===== src/sv/bsa_pkg.sv =====
// ----------------------------------------------------------------------------
// bsa_pkg
// Shared widths, codes and default sizes for the bitmap slot allocator.
// ----------------------------------------------------------------------------
package bsa_pkg;

    localparam int KIND_W   = 2;
    localparam int SLOT_W   = 8;
    localparam int STATUS_W = 2;
    localparam int LIVE_W   = 9;

    localparam int DEF_NUM_WORDS = 4;
    localparam int DEF_WORD_BITS = 64;

    localparam logic [KIND_W-1:0] KIND_ALLOC   = 2'd0;
    localparam logic [KIND_W-1:0] KIND_RELEASE = 2'd1;
    localparam logic [KIND_W-1:0] KIND_FLUSH   = 2'd2;

    localparam logic [STATUS_W-1:0] ST_OK      = 2'd0;
    localparam logic [STATUS_W-1:0] ST_FULL    = 2'd1;
    localparam logic [STATUS_W-1:0] ST_UNKNOWN = 2'd2;

endpackage


===== src/sv/bsa_bitmap_mem.sv =====
// ----------------------------------------------------------------------------
// bsa_bitmap_mem
// Bitmap word store with one write port and one registered read port.
// A per-word valid bit makes a word that was never written read as all free.
// ----------------------------------------------------------------------------
module bsa_bitmap_mem
    import bsa_pkg::*;
#(
    parameter int NUM_WORDS = DEF_NUM_WORDS,
    parameter int WORD_BITS = DEF_WORD_BITS,
    localparam int AW = (NUM_WORDS > 1) ? $clog2(NUM_WORDS) : 1
) (
    input  logic                 i_clk,
    input  logic                 i_rst_n,
    input  logic                 i_wr_en,
    input  logic [AW-1:0]        i_wr_addr,
    input  logic [WORD_BITS-1:0] i_wr_data,
    input  logic [AW-1:0]        i_rd_addr,
    output logic [WORD_BITS-1:0] o_rd_word
);

    logic [WORD_BITS-1:0] r_mem [NUM_WORDS];
    logic [NUM_WORDS-1:0] r_vld;
    logic [WORD_BITS-1:0] r_rdata;
    logic                 r_rvld;

    always_ff @(posedge i_clk) begin
        if (i_wr_en) begin
            r_mem[i_wr_addr] <= i_wr_data;
        end
        r_rdata <= r_mem[i_rd_addr];
    end

    always_ff @(posedge i_clk) begin
        if (!i_rst_n) begin
            r_vld  <= '0;
            r_rvld <= 1'b0;
        end else begin
            if (i_wr_en) begin
                r_vld[i_wr_addr] <= 1'b1;
            end
            r_rvld <= r_vld[i_rd_addr];
        end
    end

    assign o_rd_word = r_rvld ? r_rdata : '0;

endmodule


===== src/sv/bitmap_slot_allocator_top.sv =====
// ----------------------------------------------------------------------------
// bitmap_slot_allocator_top
// Lowest-free-slot allocator over a bitmap, with a high-water count.
// ----------------------------------------------------------------------------
// Usage:
//   Input channel (i_in_valid / o_in_stall) carries one request item: kind and
//   slot_index. Output channel (o_out_valid / i_out_stall) returns exactly one
//   result item per request: status, granted_index, fresh and live_count.
//   A request is taken only while the sequencer is idle. Allocate and flush
//   walk the bitmap store one word per cycle through its single registered
//   read port. A flush and an allocate on a full pool walk every word of the
//   store; an allocate that finds a free slot in word k, and a release of a
//   slot in word k, stop at word k. An unknown slot or the unused kind skips
//   the scan entirely. After the last scan step the sequencer moves to its
//   output state, and from there the result is copied into the output
//   register as soon as that register is free.
//   The result sits in an output register; a new request is accepted while
//   it waits, and the sequencer only holds at its last step if the previous
//   result has still not been taken by a stalling receiver.
//   Synchronous reset marks every slot free and clears the high-water count
//   at once; no clearing pass is needed.
// ----------------------------------------------------------------------------
module bitmap_slot_allocator_top
    import bsa_pkg::*;
#(
    parameter int NUM_WORDS = DEF_NUM_WORDS,
    parameter int WORD_BITS = DEF_WORD_BITS
) (
    input  logic                i_clk,
    input  logic                i_rst_n,
    input  logic                i_in_valid,
    output logic                o_in_stall,
    input  logic [KIND_W-1:0]   i_kind,
    input  logic [SLOT_W-1:0]   i_slot_index,
    output logic                o_out_valid,
    input  logic                i_out_stall,
    output logic [STATUS_W-1:0] o_status,
    output logic [SLOT_W-1:0]   o_granted_index,
    output logic                o_fresh,
    output logic [LIVE_W-1:0]   o_live_count
);

    localparam int AW    = (NUM_WORDS > 1) ? $clog2(NUM_WORDS) : 1;
    localparam int BW    = $clog2(WORD_BITS);
    localparam int POOL  = NUM_WORDS * WORD_BITS;
    localparam int SW    = $clog2(POOL + 1);
    localparam int CMP_W = (SW > SLOT_W) ? SW : SLOT_W;
    localparam logic [AW-1:0] LAST_WORD = AW'(NUM_WORDS - 1);
    localparam logic [SW-1:0] POOL_SW   = SW'(POOL);
    localparam logic [SW-1:0] WB_SW     = SW'(WORD_BITS);

    typedef enum logic [2:0] {
        S_IDLE = 3'b001,
        S_SCAN = 3'b010,
        S_OUT  = 3'b100
    } t_state;

    t_state              r_state, n_state;
    logic [AW-1:0]       r_cw, n_cw;
    logic [SW-1:0]       r_cbase, n_cbase;
    logic [SW-1:0]       r_end, n_end;
    logic [SW-1:0]       r_hw, n_hw;
    logic [KIND_W-1:0]   r_kind, n_kind;
    logic [SLOT_W-1:0]   r_idx, n_idx;
    logic [STATUS_W-1:0] r_hst, n_hst;
    logic [SLOT_W-1:0]   r_hgr, n_hgr;
    logic                r_hfr, n_hfr;

    logic                r_ovld;
    logic [STATUS_W-1:0] r_ost;
    logic [SLOT_W-1:0]   r_ogr;
    logic                r_ofr;
    logic [LIVE_W-1:0]   r_olive;

    logic                 wr_en;
    logic [WORD_BITS-1:0] wr_data;
    logic [AW-1:0]        rd_addr;
    logic [WORD_BITS-1:0] word;
    logic [WORD_BITS-1:0] free_bits;
    logic                 found;
    logic [BW-1:0]        pos;
    logic [SW-1:0]        end_w;
    logic [SW-1:0]        alloc_idx;
    logic                 rel_hit;
    logic [BW-1:0]        rel_bit;
    logic                 is_last;
    logic                 out_free;
    logic                 accept;

    bsa_bitmap_mem #(
        .NUM_WORDS (NUM_WORDS),
        .WORD_BITS (WORD_BITS)
    ) u_mem (
        .i_clk     (i_clk),
        .i_rst_n   (i_rst_n),
        .i_wr_en   (wr_en),
        .i_wr_addr (r_cw),
        .i_wr_data (wr_data),
        .i_rd_addr (rd_addr),
        .o_rd_word (word)
    );

    assign o_in_stall = (r_state != S_IDLE);
    assign accept     = i_in_valid && (r_state == S_IDLE);
    assign out_free   = !r_ovld || !i_out_stall;
    assign is_last    = (r_cw == LAST_WORD);

    // The next word is fetched while the current one is examined.
    assign rd_addr = (r_state == S_SCAN && !is_last) ? AW'(r_cw + AW'(1)) :
                     (r_state == S_SCAN) ? r_cw : '0;

    // Shared word unit: lowest free bit, release hit test, word end.
    always_comb begin
        free_bits = ~word;
        found     = |free_bits;
        pos       = '0;
        for (int b = WORD_BITS - 1; b >= 0; b--) begin
            if (free_bits[b]) begin
                pos = BW'(b);
            end
        end
        end_w     = r_cbase + WB_SW;
        alloc_idx = r_cbase + SW'(pos);
        rel_hit   = CMP_W'(r_idx) < CMP_W'(end_w);
        rel_bit   = BW'(CMP_W'(r_idx) - CMP_W'(r_cbase));
    end

    always_comb begin
        n_state = r_state;
        n_cw    = r_cw;
        n_cbase = r_cbase;
        n_end   = r_end;
        n_hw    = r_hw;
        n_kind  = r_kind;
        n_idx   = r_idx;
        n_hst   = r_hst;
        n_hgr   = r_hgr;
        n_hfr   = r_hfr;
        wr_en   = 1'b0;
        wr_data = word;

        unique case (r_state)
            S_IDLE: begin
                if (i_in_valid) begin
                    n_kind  = i_kind;
                    n_idx   = i_slot_index;
                    n_cw    = '0;
                    n_cbase = '0;
                    n_end   = '0;
                    n_hst   = ST_OK;
                    n_hgr   = '0;
                    n_hfr   = 1'b0;
                    priority if (i_kind == KIND_ALLOC || i_kind == KIND_FLUSH) begin
                        n_state = S_SCAN;
                    end else if (i_kind == KIND_RELEASE) begin
                        // The high-water count never exceeds the pool size,
                        // so this also rejects slots beyond the pool.
                        if (CMP_W'(i_slot_index) >= CMP_W'(r_hw)) begin
                            n_hst   = ST_UNKNOWN;
                            n_state = S_OUT;
                        end else begin
                            n_state = S_SCAN;
                        end
                    end else begin
                        n_state = S_OUT;
                    end
                end
            end
            S_SCAN: begin
                priority if (r_kind == KIND_ALLOC) begin
                    if (found) begin
                        wr_en   = 1'b1;
                        wr_data = word | ({{(WORD_BITS-1){1'b0}}, 1'b1} << pos);
                        n_hgr   = SLOT_W'(alloc_idx);
                        if (alloc_idx >= r_hw) begin
                            n_hfr = 1'b1;
                            n_hw  = alloc_idx + SW'(1);
                        end
                        n_state = S_OUT;
                    end else if (is_last) begin
                        n_hst   = ST_FULL;
                        n_state = S_OUT;
                    end else begin
                        n_cw    = AW'(r_cw + AW'(1));
                        n_cbase = end_w;
                    end
                end else if (r_kind == KIND_RELEASE) begin
                    if (rel_hit) begin
                        wr_en   = 1'b1;
                        wr_data = word & ~({{(WORD_BITS-1){1'b0}}, 1'b1} << rel_bit);
                        n_state = S_OUT;
                    end else if (is_last) begin
                        n_state = S_OUT;
                    end else begin
                        n_cw    = AW'(r_cw + AW'(1));
                        n_cbase = end_w;
                    end
                end else begin
                    // Flush: remember the end of the last word with a used slot.
                    if (word != '0) begin
                        n_end = end_w;
                    end
                    if (is_last) begin
                        if (n_end < r_hw) begin
                            n_hw = n_end;
                        end
                        n_state = S_OUT;
                    end else begin
                        n_cw    = AW'(r_cw + AW'(1));
                        n_cbase = end_w;
                    end
                end
            end
            S_OUT: begin
                if (out_free) begin
                    n_state = S_IDLE;
                end
            end
            default: begin
                n_state = S_IDLE;
            end
        endcase
    end

    always_ff @(posedge i_clk) begin
        if (!i_rst_n) begin
            r_state <= S_IDLE;
            r_hw    <= '0;
            r_ovld  <= 1'b0;
        end else begin
            r_state <= n_state;
            r_hw    <= n_hw;
            if (r_state == S_OUT && out_free) begin
                r_ovld <= 1'b1;
            end else if (!i_out_stall) begin
                r_ovld <= 1'b0;
            end
        end
    end

    always_ff @(posedge i_clk) begin
        r_cw    <= n_cw;
        r_cbase <= n_cbase;
        r_end   <= n_end;
        r_kind  <= n_kind;
        r_idx   <= n_idx;
        r_hst   <= n_hst;
        r_hgr   <= n_hgr;
        r_hfr   <= n_hfr;
        if (r_state == S_OUT && out_free) begin
            r_ost   <= r_hst;
            r_ogr   <= r_hgr;
            r_ofr   <= r_hfr;
            r_olive <= LIVE_W'(r_hw);
        end
    end

    assign o_out_valid     = r_ovld;
    assign o_status        = r_ost;
    assign o_granted_index = r_ogr;
    assign o_fresh         = r_ofr;
    assign o_live_count    = r_olive;

    a_hw_bound: assert property (@(posedge i_clk) disable iff (!i_rst_n)
        r_hw <= POOL_SW)
        else $error("high-water count beyond pool size");

    a_accept_busy: assert property (@(posedge i_clk) disable iff (!i_rst_n)
        accept |=> (r_state != S_IDLE))
        else $error("sequencer idle right after an accepted item");

    a_out_from_seq: assert property (@(posedge i_clk) disable iff (!i_rst_n)
        $rose(r_ovld) |-> $past(r_state == S_OUT))
        else $error("result appeared without a finishing step");

    a_scan_range: assert property (@(posedge i_clk) disable iff (!i_rst_n)
        (r_state == S_SCAN) |-> (r_cw <= LAST_WORD))
        else $error("scan word index out of range");

    a_flush_no_raise: assert property (@(posedge i_clk) disable iff (!i_rst_n)
        (r_state == S_SCAN && r_kind == KIND_FLUSH) |=> (r_hw <= $past(r_hw)))
        else $error("flush raised the high-water count");

endmodule

===== config.mk =====
export PLATFORM = sky130hd
export DESIGN_NAME = bitmap_slot_allocator_top
export DESIGN_NICKNAME = d
export VERILOG_FILES = /design/src/sv/bsa_pkg.sv /design/src/sv/bsa_bitmap_mem.sv /design/src/sv/bitmap_slot_allocator_top.sv
export SDC_FILE = /design/constraint.sdc
export NUM_CORES = 1
export LEC_CHECK = 0
export ABC_AREA = 1
export BUFFER_PORTS_ARGS = -buffer_cell sky130_fd_sc_hd__buf_2
export CAP_MARGIN = 20
export CORE_MARGIN = 4
export CORE_UTILIZATION = 57
export DETAILED_ROUTE_END_ITERATION = 10
export GPL_TIMING_DRIVEN = 0
export PLACE_DENSITY = 0.73
export SYNTH_ARGS = -nofsm -noshare
export SYNTH_HDL_FRONTEND = slang
export SYNTH_SLANG_ARGS = --single-unit

===== constraint.sdc =====
create_clock -name i_clk -period 6.85 [get_ports i_clk]
set_input_delay 0.3425 -clock i_clk [delete_from_list [all_inputs] [get_ports i_clk]]
set_output_delay 0.3425 -clock i_clk [all_outputs]
set_load 0.01 [all_outputs]

==> flow_summary.yaml, run 1 <==
yosys:
  synth-seq-area-share_pct: 62.4
  syn_nets: 1740
  async_flop_share_pct: 0
  syn-cell-area_um2: 17600
  synth_area_leaders: "edfxtp_1 (53%), dfxtp_1 (9.3%), nand2_1 (6.4%), inv_1 (3.9%), o21ai_0 (3.2%)"
  ys.flop_type: "edfxtp_1"
  syn_avg_cell_area_um2: 10.4
  yosys_warnings: 0
  synth_cells: 1686
  ys_seq_elements: 393
  yosysTopAreaCellShare_pct: 53.1
  synth_edf_count: 311
  yosysTopAreaCell: "edfxtp_1"
  yosysUniqueCellTypes: 45
timing:
  max_freq_mhz: 165
  finalHoldViolCount: 0
  period_share_pct: 88.6
  tightest_slew_ns: 1.24
  finClkSkew_ns: 0.0245
  layout_min_cycle_time_ns: 6.07
  relSlewSlack_pct: 16.6
  setup_viol: 0
  drv_slew: 0
routing:
  drt_iter0_drc: 1680
  drtAntennaViolNets: 0
  routed_wl_um: 57400
  remaining_drc_errors: 0
  viasPerCell: 6.26
  first_pass_iters: 6
  wl_per_cell_um: 26.1
  num_vias: 13800
critical_path:
  crit_type: "flip-flop to flip-flop"
  reg2reg_setup_slack_ns: 0.78
  crit_buf_inv: 3
  crit_slowest_cell: "dfxtp_1"
  path_max_fanout: 10
  cp.required_ns: 7.27
  path_delay_family: "simple AND/OR/NAND/NOR gates"
  crit_arrival_ns: 6.49
  critPathMaxStageDelay_ns: 0.35
  crit_path_end_kind: "flip-flop"
  cp_num_cells: 79
  r2r-end: "r_hw[2]"
  worstRegToRegCells: 79
  crit_path_frequent_cell: "nand2_1"
  regToRegStartpoint: "u_mem.r_rdata[62]"
  crit_path_start_kind: "flip-flop"
placement:
  dpl.hpwl_um: 42200
  port_buffers: 35
  dp.cells: 2123
  gp_congestion: 1.03
power_and_ir_drop:
  total_power_mw: 4.96
  powerDensity_nw_per_um2: 251
  ir_drop_mv: 0.231
  leakagePower_nw: 7.03
grt:
  grt_overflow: 0
  met2_usage_pct: 54.3
  use_met3_pct: 5.20
  grt_antenna_before_repair: 1
  grt_pass1_wl_um: 84400
  first_global_vias: 13100
  busiest_layer: "met2"
  grt_start_max_net_pins: 43
  grt_usage_pct: 33.8
  use_met1_pct: 48.5
floorplanning:
  rows: 64
  fp.dieH_um: 184
  core_area_um2: 30500
  start_util_pct: 57.7
  dieWidth_um: 184
  num_io_pins: 36
  die-area_um2: 33800
clocking:
  insertion_delay_ns: 0.53
  cts.reportedPaths.clkPinSlew_ns: 0.07
  holdBufCountCts: 0
  root_buffer: "clkbuf_16"
  clock-sinks: 393
  cts_buffers: 39
  cts_tree: "done"
  max-clock-path-buffers: 3
  htree_num_levels: 2
hold_path:
  hold_start: "i_kind[1]"
  hold_end: "r_kind[1]"
  holdPathStages: 1
  min_path_type: "input pin to flip-flop"
cells_and_area:
  stdcell_count: 2199
  layout-drive-gt1-share_pct: 6.94
  syn2layout_area_growth_pct: 12.4
  num-nets-final: 1826
  nFillCells: 2389
run_status:
  outcome: "completed"
flow_run:
  drv_cap: 0
## placed cells by master, fill, tap and decap left out, drive strengths merged, types with 27 or more instances in the layout
| cell type | count |
|---|---|
| clkbuf | 127 |
| nor2 | 144 |
| dfxtp | 82 |
| edfxtp | 311 |
| inv | 185 |
| buf | 56 |
| nand3 | 54 |
| ha | 40 |
| nand4 | 27 |
| nor3 | 31 |
| o21ai | 115 |
| o31ai | 47 |
| nand2 | 301 |
| a21oi | 42 |
| a211oi | 61 |
| o211ai | 59 |
## metrics by stage
stage               setup slack, ns  hold slack (ns)  instance area (um2)  TNS [ns]  utilization (%)
floorplan                      1.80            0.400                17600         0                -
global placement              0.644            0.404                18300         0             59.9
detailed placement            0.610            0.405                18400         0             60.4
CTS                           0.525          0.00383                19700         0             64.7
global route                -0.0588           0.0116                19800    -0.136             64.8
finish                        0.783           0.0159                19800         0             64.9
## cell families after synthesis
group	Yosys count	share of synthesized area, %
compound gates	378	13.9
xor+xnor	3	0.149
fa+ha+maj	40	2.84
buf+inv	275	6.08
flops	393	62.4
mux	13	0.739
simple gates	584	13.9
## worst max-delay path by stage
stage	start	end	slack, ns
2_1_floorplan	u_mem.r_rdata[63]	r_hw[6]	1.80
3_3_place_gp	u_mem.r_rdata[62]	r_hw[2]	0.64
3_5_place_dp	u_mem.r_rdata[58]	r_hw[2]	0.61
4_1_cts	u_mem.r_rdata[62]	r_hw[2]	0.52
5_1_grt	u_mem.r_rdata[62]	r_hw[6]	-0.06
6_report	u_mem.r_rdata[62]	r_hw[2]	0.78
## routing by layer
metal	wire length, um	vias to the layer above
li1	-	6202
met1	23300	6691
met2	27000	752
met3	5120	119
met4	1910	0
met5	0	-
## flip-flops by register name, summed over array words and instances, names as in the netlist, 4 cells and up
register         cells
u_mem.r_mem        256
r_end                9
u_mem.r_rdata       64
r_hw                 9
o_granted_index      8
u_mem.r_vld          4
o_live_count         9
r_hgr                8
r_idx                8
## cell type report
class / count / area [um2] / share of cell area, %
tap: 396 / 495 / 2.50
antenna: 2 / 5.00 / 0.0253
timing repair buffer: 45 / 345 / 1.75
inverter: 190 / 723 / 3.65
buffer: 85 / 357 / 1.80
sequential: 393 / 11000 / 55.5
clock inverter: 17 / 230 / 1.16
clock buffer: 53 / 1080 / 5.46
multi-input combinational: 1018 / 5570 / 28.1
## power breakdown
group,switching [mW],internal [mW]
Clock,0.874,1.30
Combinational,0.135,0.0515
Sequential,0.0195,2.58
Total,1.03,3.93
## cell usage after synthesis (all sizes together), types with 3 or more instances
library cell,number
a211oi,61
ha,40
clkbuf,74
nand2,301
buf,11
o211ai,59
nand4,27
o21ai,115
inv,185
o21a,5
a21oi,42
o31ai,47
edfxtp,311
mux2i,13
nor3,31
dfxtp,82
a31oi,5
nor4,24
nand3,54
o311ai,3
clkinv,5
o32ai,9
o22ai,24
nor2,144
## timing repair
item | 4_1_cts | 5_1_grt
gates resized for setup | 0 | 4
setup buffers | 0 | 4
setup endpoints to repair | 0 | 9
Note: power is estimated with default switching activity, not from simulation.
==> run 2, diff against run 1 <==
- CTS_BUF_LIST: default -> sky130_fd_sc_hd__clkbuf_4 sky130_fd_sc_hd__clkbuf_8
==> flow_summary.yaml, run 2 (same netlist as run 1, synthesis figures left out) <==
run_status:
  outcome: "completed"
clocking:
  max-clock-path-buffers: 3
  htree_num_levels: 2
  cts_tree: "done"
  cts.reportedPaths.clkPinSlew_ns: 0.06
  insertion_delay_ns: 0.61
  root_buffer: "clkbuf_8"
  clock-sinks: 393
  cts_buffers: 59
cells_and_area:
  final_area_um2: 19800
  layout-drive-gt1-share_pct: 9.24
  largest_registers: "u_mem.r_mem: 256 flops, u_mem.r_rdata: 64 flops"
  utilization_pct: 64.8
  layout_common_cells: "edfxtp_1 (311), nand2_1 (300), inv_1 (179)"
  num-nets-final: 1855
  final_common_cell: "edfxtp_1"
  syn2layout_area_growth_pct: 12.4
  top_register: "u_mem.r_mem"
  nFillCells: 2452
  largest_reg_flops: 256
power_and_ir_drop:
  powerDensity_nw_per_um2: 239
  p_seq_share_pct: 55.0
  p_clk_share_pct: 41.0
  p_sw_share_pct: 22.0
  ir_drop_mv: 0.281
  switching_power_mw: 1.04
  intPower_mw: 3.69
  power_frac_comb_pct: 4.0
  leakagePower_nw: 7.09
floorplanning:
  die-area_um2: 33800
  num_io_pins: 36
  fp.dieH_um: 184
  dieWidth_um: 184
  core_area_um2: 30500
  rows: 64
  start_util_pct: 57.7
critical_path:
  critPathMaxStageDelay_ns: 0.35
  reg2reg_setup_slack_ns: 0.80
  path_max_fanout: 10
  crit_path_start_kind: "flip-flop"
  setup.worst_path.start: "u_mem.r_rdata[62]"
  crit_path_end_kind: "flip-flop"
  r2r-end: "r_hw[2]"
  crit_type: "flip-flop to flip-flop"
  worstRegToRegCells: 80
  cp.required_ns: 7.31
  regToRegStartpoint: "u_mem.r_rdata[62]"
  crit_path_frequent_cell: "nand2_1"
  crit_arrival_ns: 6.51
  crit_slowest_cell: "dfxtp_1"
timing:
  period_share_pct: 88.3
  relSlewSlack_pct: 21.0
  tightest_slew_ns: 1.18
  finClkSkew_ns: 0.0365
  finalHoldViolCount: 0
  layout_min_cycle_time_ns: 6.05
  setup_viol: 0
  max_freq_mhz: 165
  drv_slew: 0
routing:
  viasPerCell: 6.15
  routed_wl_um: 57100
  first_pass_iters: 5
  num_vias: 13800
  remaining_drc_errors: 0
  wl_per_cell_um: 25.4
  drt_iter0_drc: 1441
  drtAntennaViolNets: 0
grt:
  grt_usage_pct: 33.8
  grt_overflow: 0
  grt_start_max_net_pins: 43
  first_global_vias: 13300
  grt_pass1_wl_um: 84300
  grt_antenna_before_repair: 0
placement:
  dpl-instance-area_um2: 18400
  dpl.hpwl_um: 42200
  port_buffers: 35
  gp_congestion: 1.03
hold_path:
  hold_end: "r_state[0]"
  holdPathStages: 2
  hold_start: "i_rst_n"
  min_path_type: "input pin to flip-flop"
flow_run:
  drv_cap: 0
==> run 2: cell count changes in the layout (fill, tap and decap cells not counted), sizes merged <==
cell         change
clkbuf          +35
clkinv          +10
dlygate4sd3     +10
bufinv           -4
buf              -1
clkinvlp         -1
diode            -1
inv              +1
==> run 2: final cells by class <==
cell class | count | area [um2] | area share [%]
repair buffers | 54 | 438 | 2.21
well taps | 396 | 495 | 2.50
plain buffers | 85 | 357 | 1.80
clock buffers | 88 | 1080 | 5.46
clock inverters | 23 | 141 | 0.715
diodes | 1 | 2.50 | 0.0127
flip-flops and latches | 393 | 11000 | 55.5
inverters | 190 | 723 | 3.66
multi-input cells | 1018 | 5560 | 28.1
==> run 2: what timing repair did <==
item / in CTS / in global routing
endpoints found under the setup margin: 0 / 8
endpoints found under the hold margin: 10 / 0
buffers inserted: 0 / 3
hold buffers: 10 / 0
resized for setup: 0 / 3
==> run 2: power by group through the flow <==
stage	clock network, mW	registers [mW]	logic, mW
after global placement	0	2.65	0.171
after global routing	2.07	2.60	0.206
after detailed placement	0	2.65	0.178
after floorplan	0	2.64	0.114
final	1.94	2.60	0.189
after CTS	1.95	2.60	0.184
==> run 2: critical path, delay by kind of cell, from the launching register on <==
family                     cells  cell delay [ns]
AOI/OAI and AO/OA              6             0.87
adders and majority gates      1             0.29
buffers and inverters          3             0.40
DFF                            1             0.35
and+or+nand+nor               70             3.97
==> run 2: how the worst max path moves through the flow <==
| stage | cells past startpoint | endpoint |
|---|---|---|
| detailed placement | 76 | r_hw[2] |
| global route | 81 | r_hw[2] |
| finish | 80 | r_hw[2] |
| CTS | 81 | r_hw[2] |
| global placement | 80 | r_hw[2] |
| floorplan | 80 | r_hw[6] |
==> run 2: per-layer routing <==
layer / vias up / share of wire, % / global-route usage [%]
met5: - / 0 / 0
met2: 750 / 47 / 53.9
met4: 0 / 3.2 / 10.5
li1: 6268 / - / -
met3: 97 / 9.0 / 6.31
met1: 6715 / 41 / 47.7
==> run 2: through the flow <==
stage | TNS (ns) | setup WS (ns) | std cells | power (mW) | hold WS [ns]
floorplan | 0 | 1.80 | 1686 | 2.76 | 0.400
global placement | 0 | 0.644 | 2117 | 2.82 | 0.404
detailed placement | 0 | 0.610 | 2123 | 2.83 | 0.405
CTS | 0 | 0.529 | 2244 | 4.73 | 0.00443
global route | -0.0259 | -0.0259 | 2247 | 4.88 | 0.000560
finish | 0 | 0.803 | 2248 | 4.73 | 0.0251
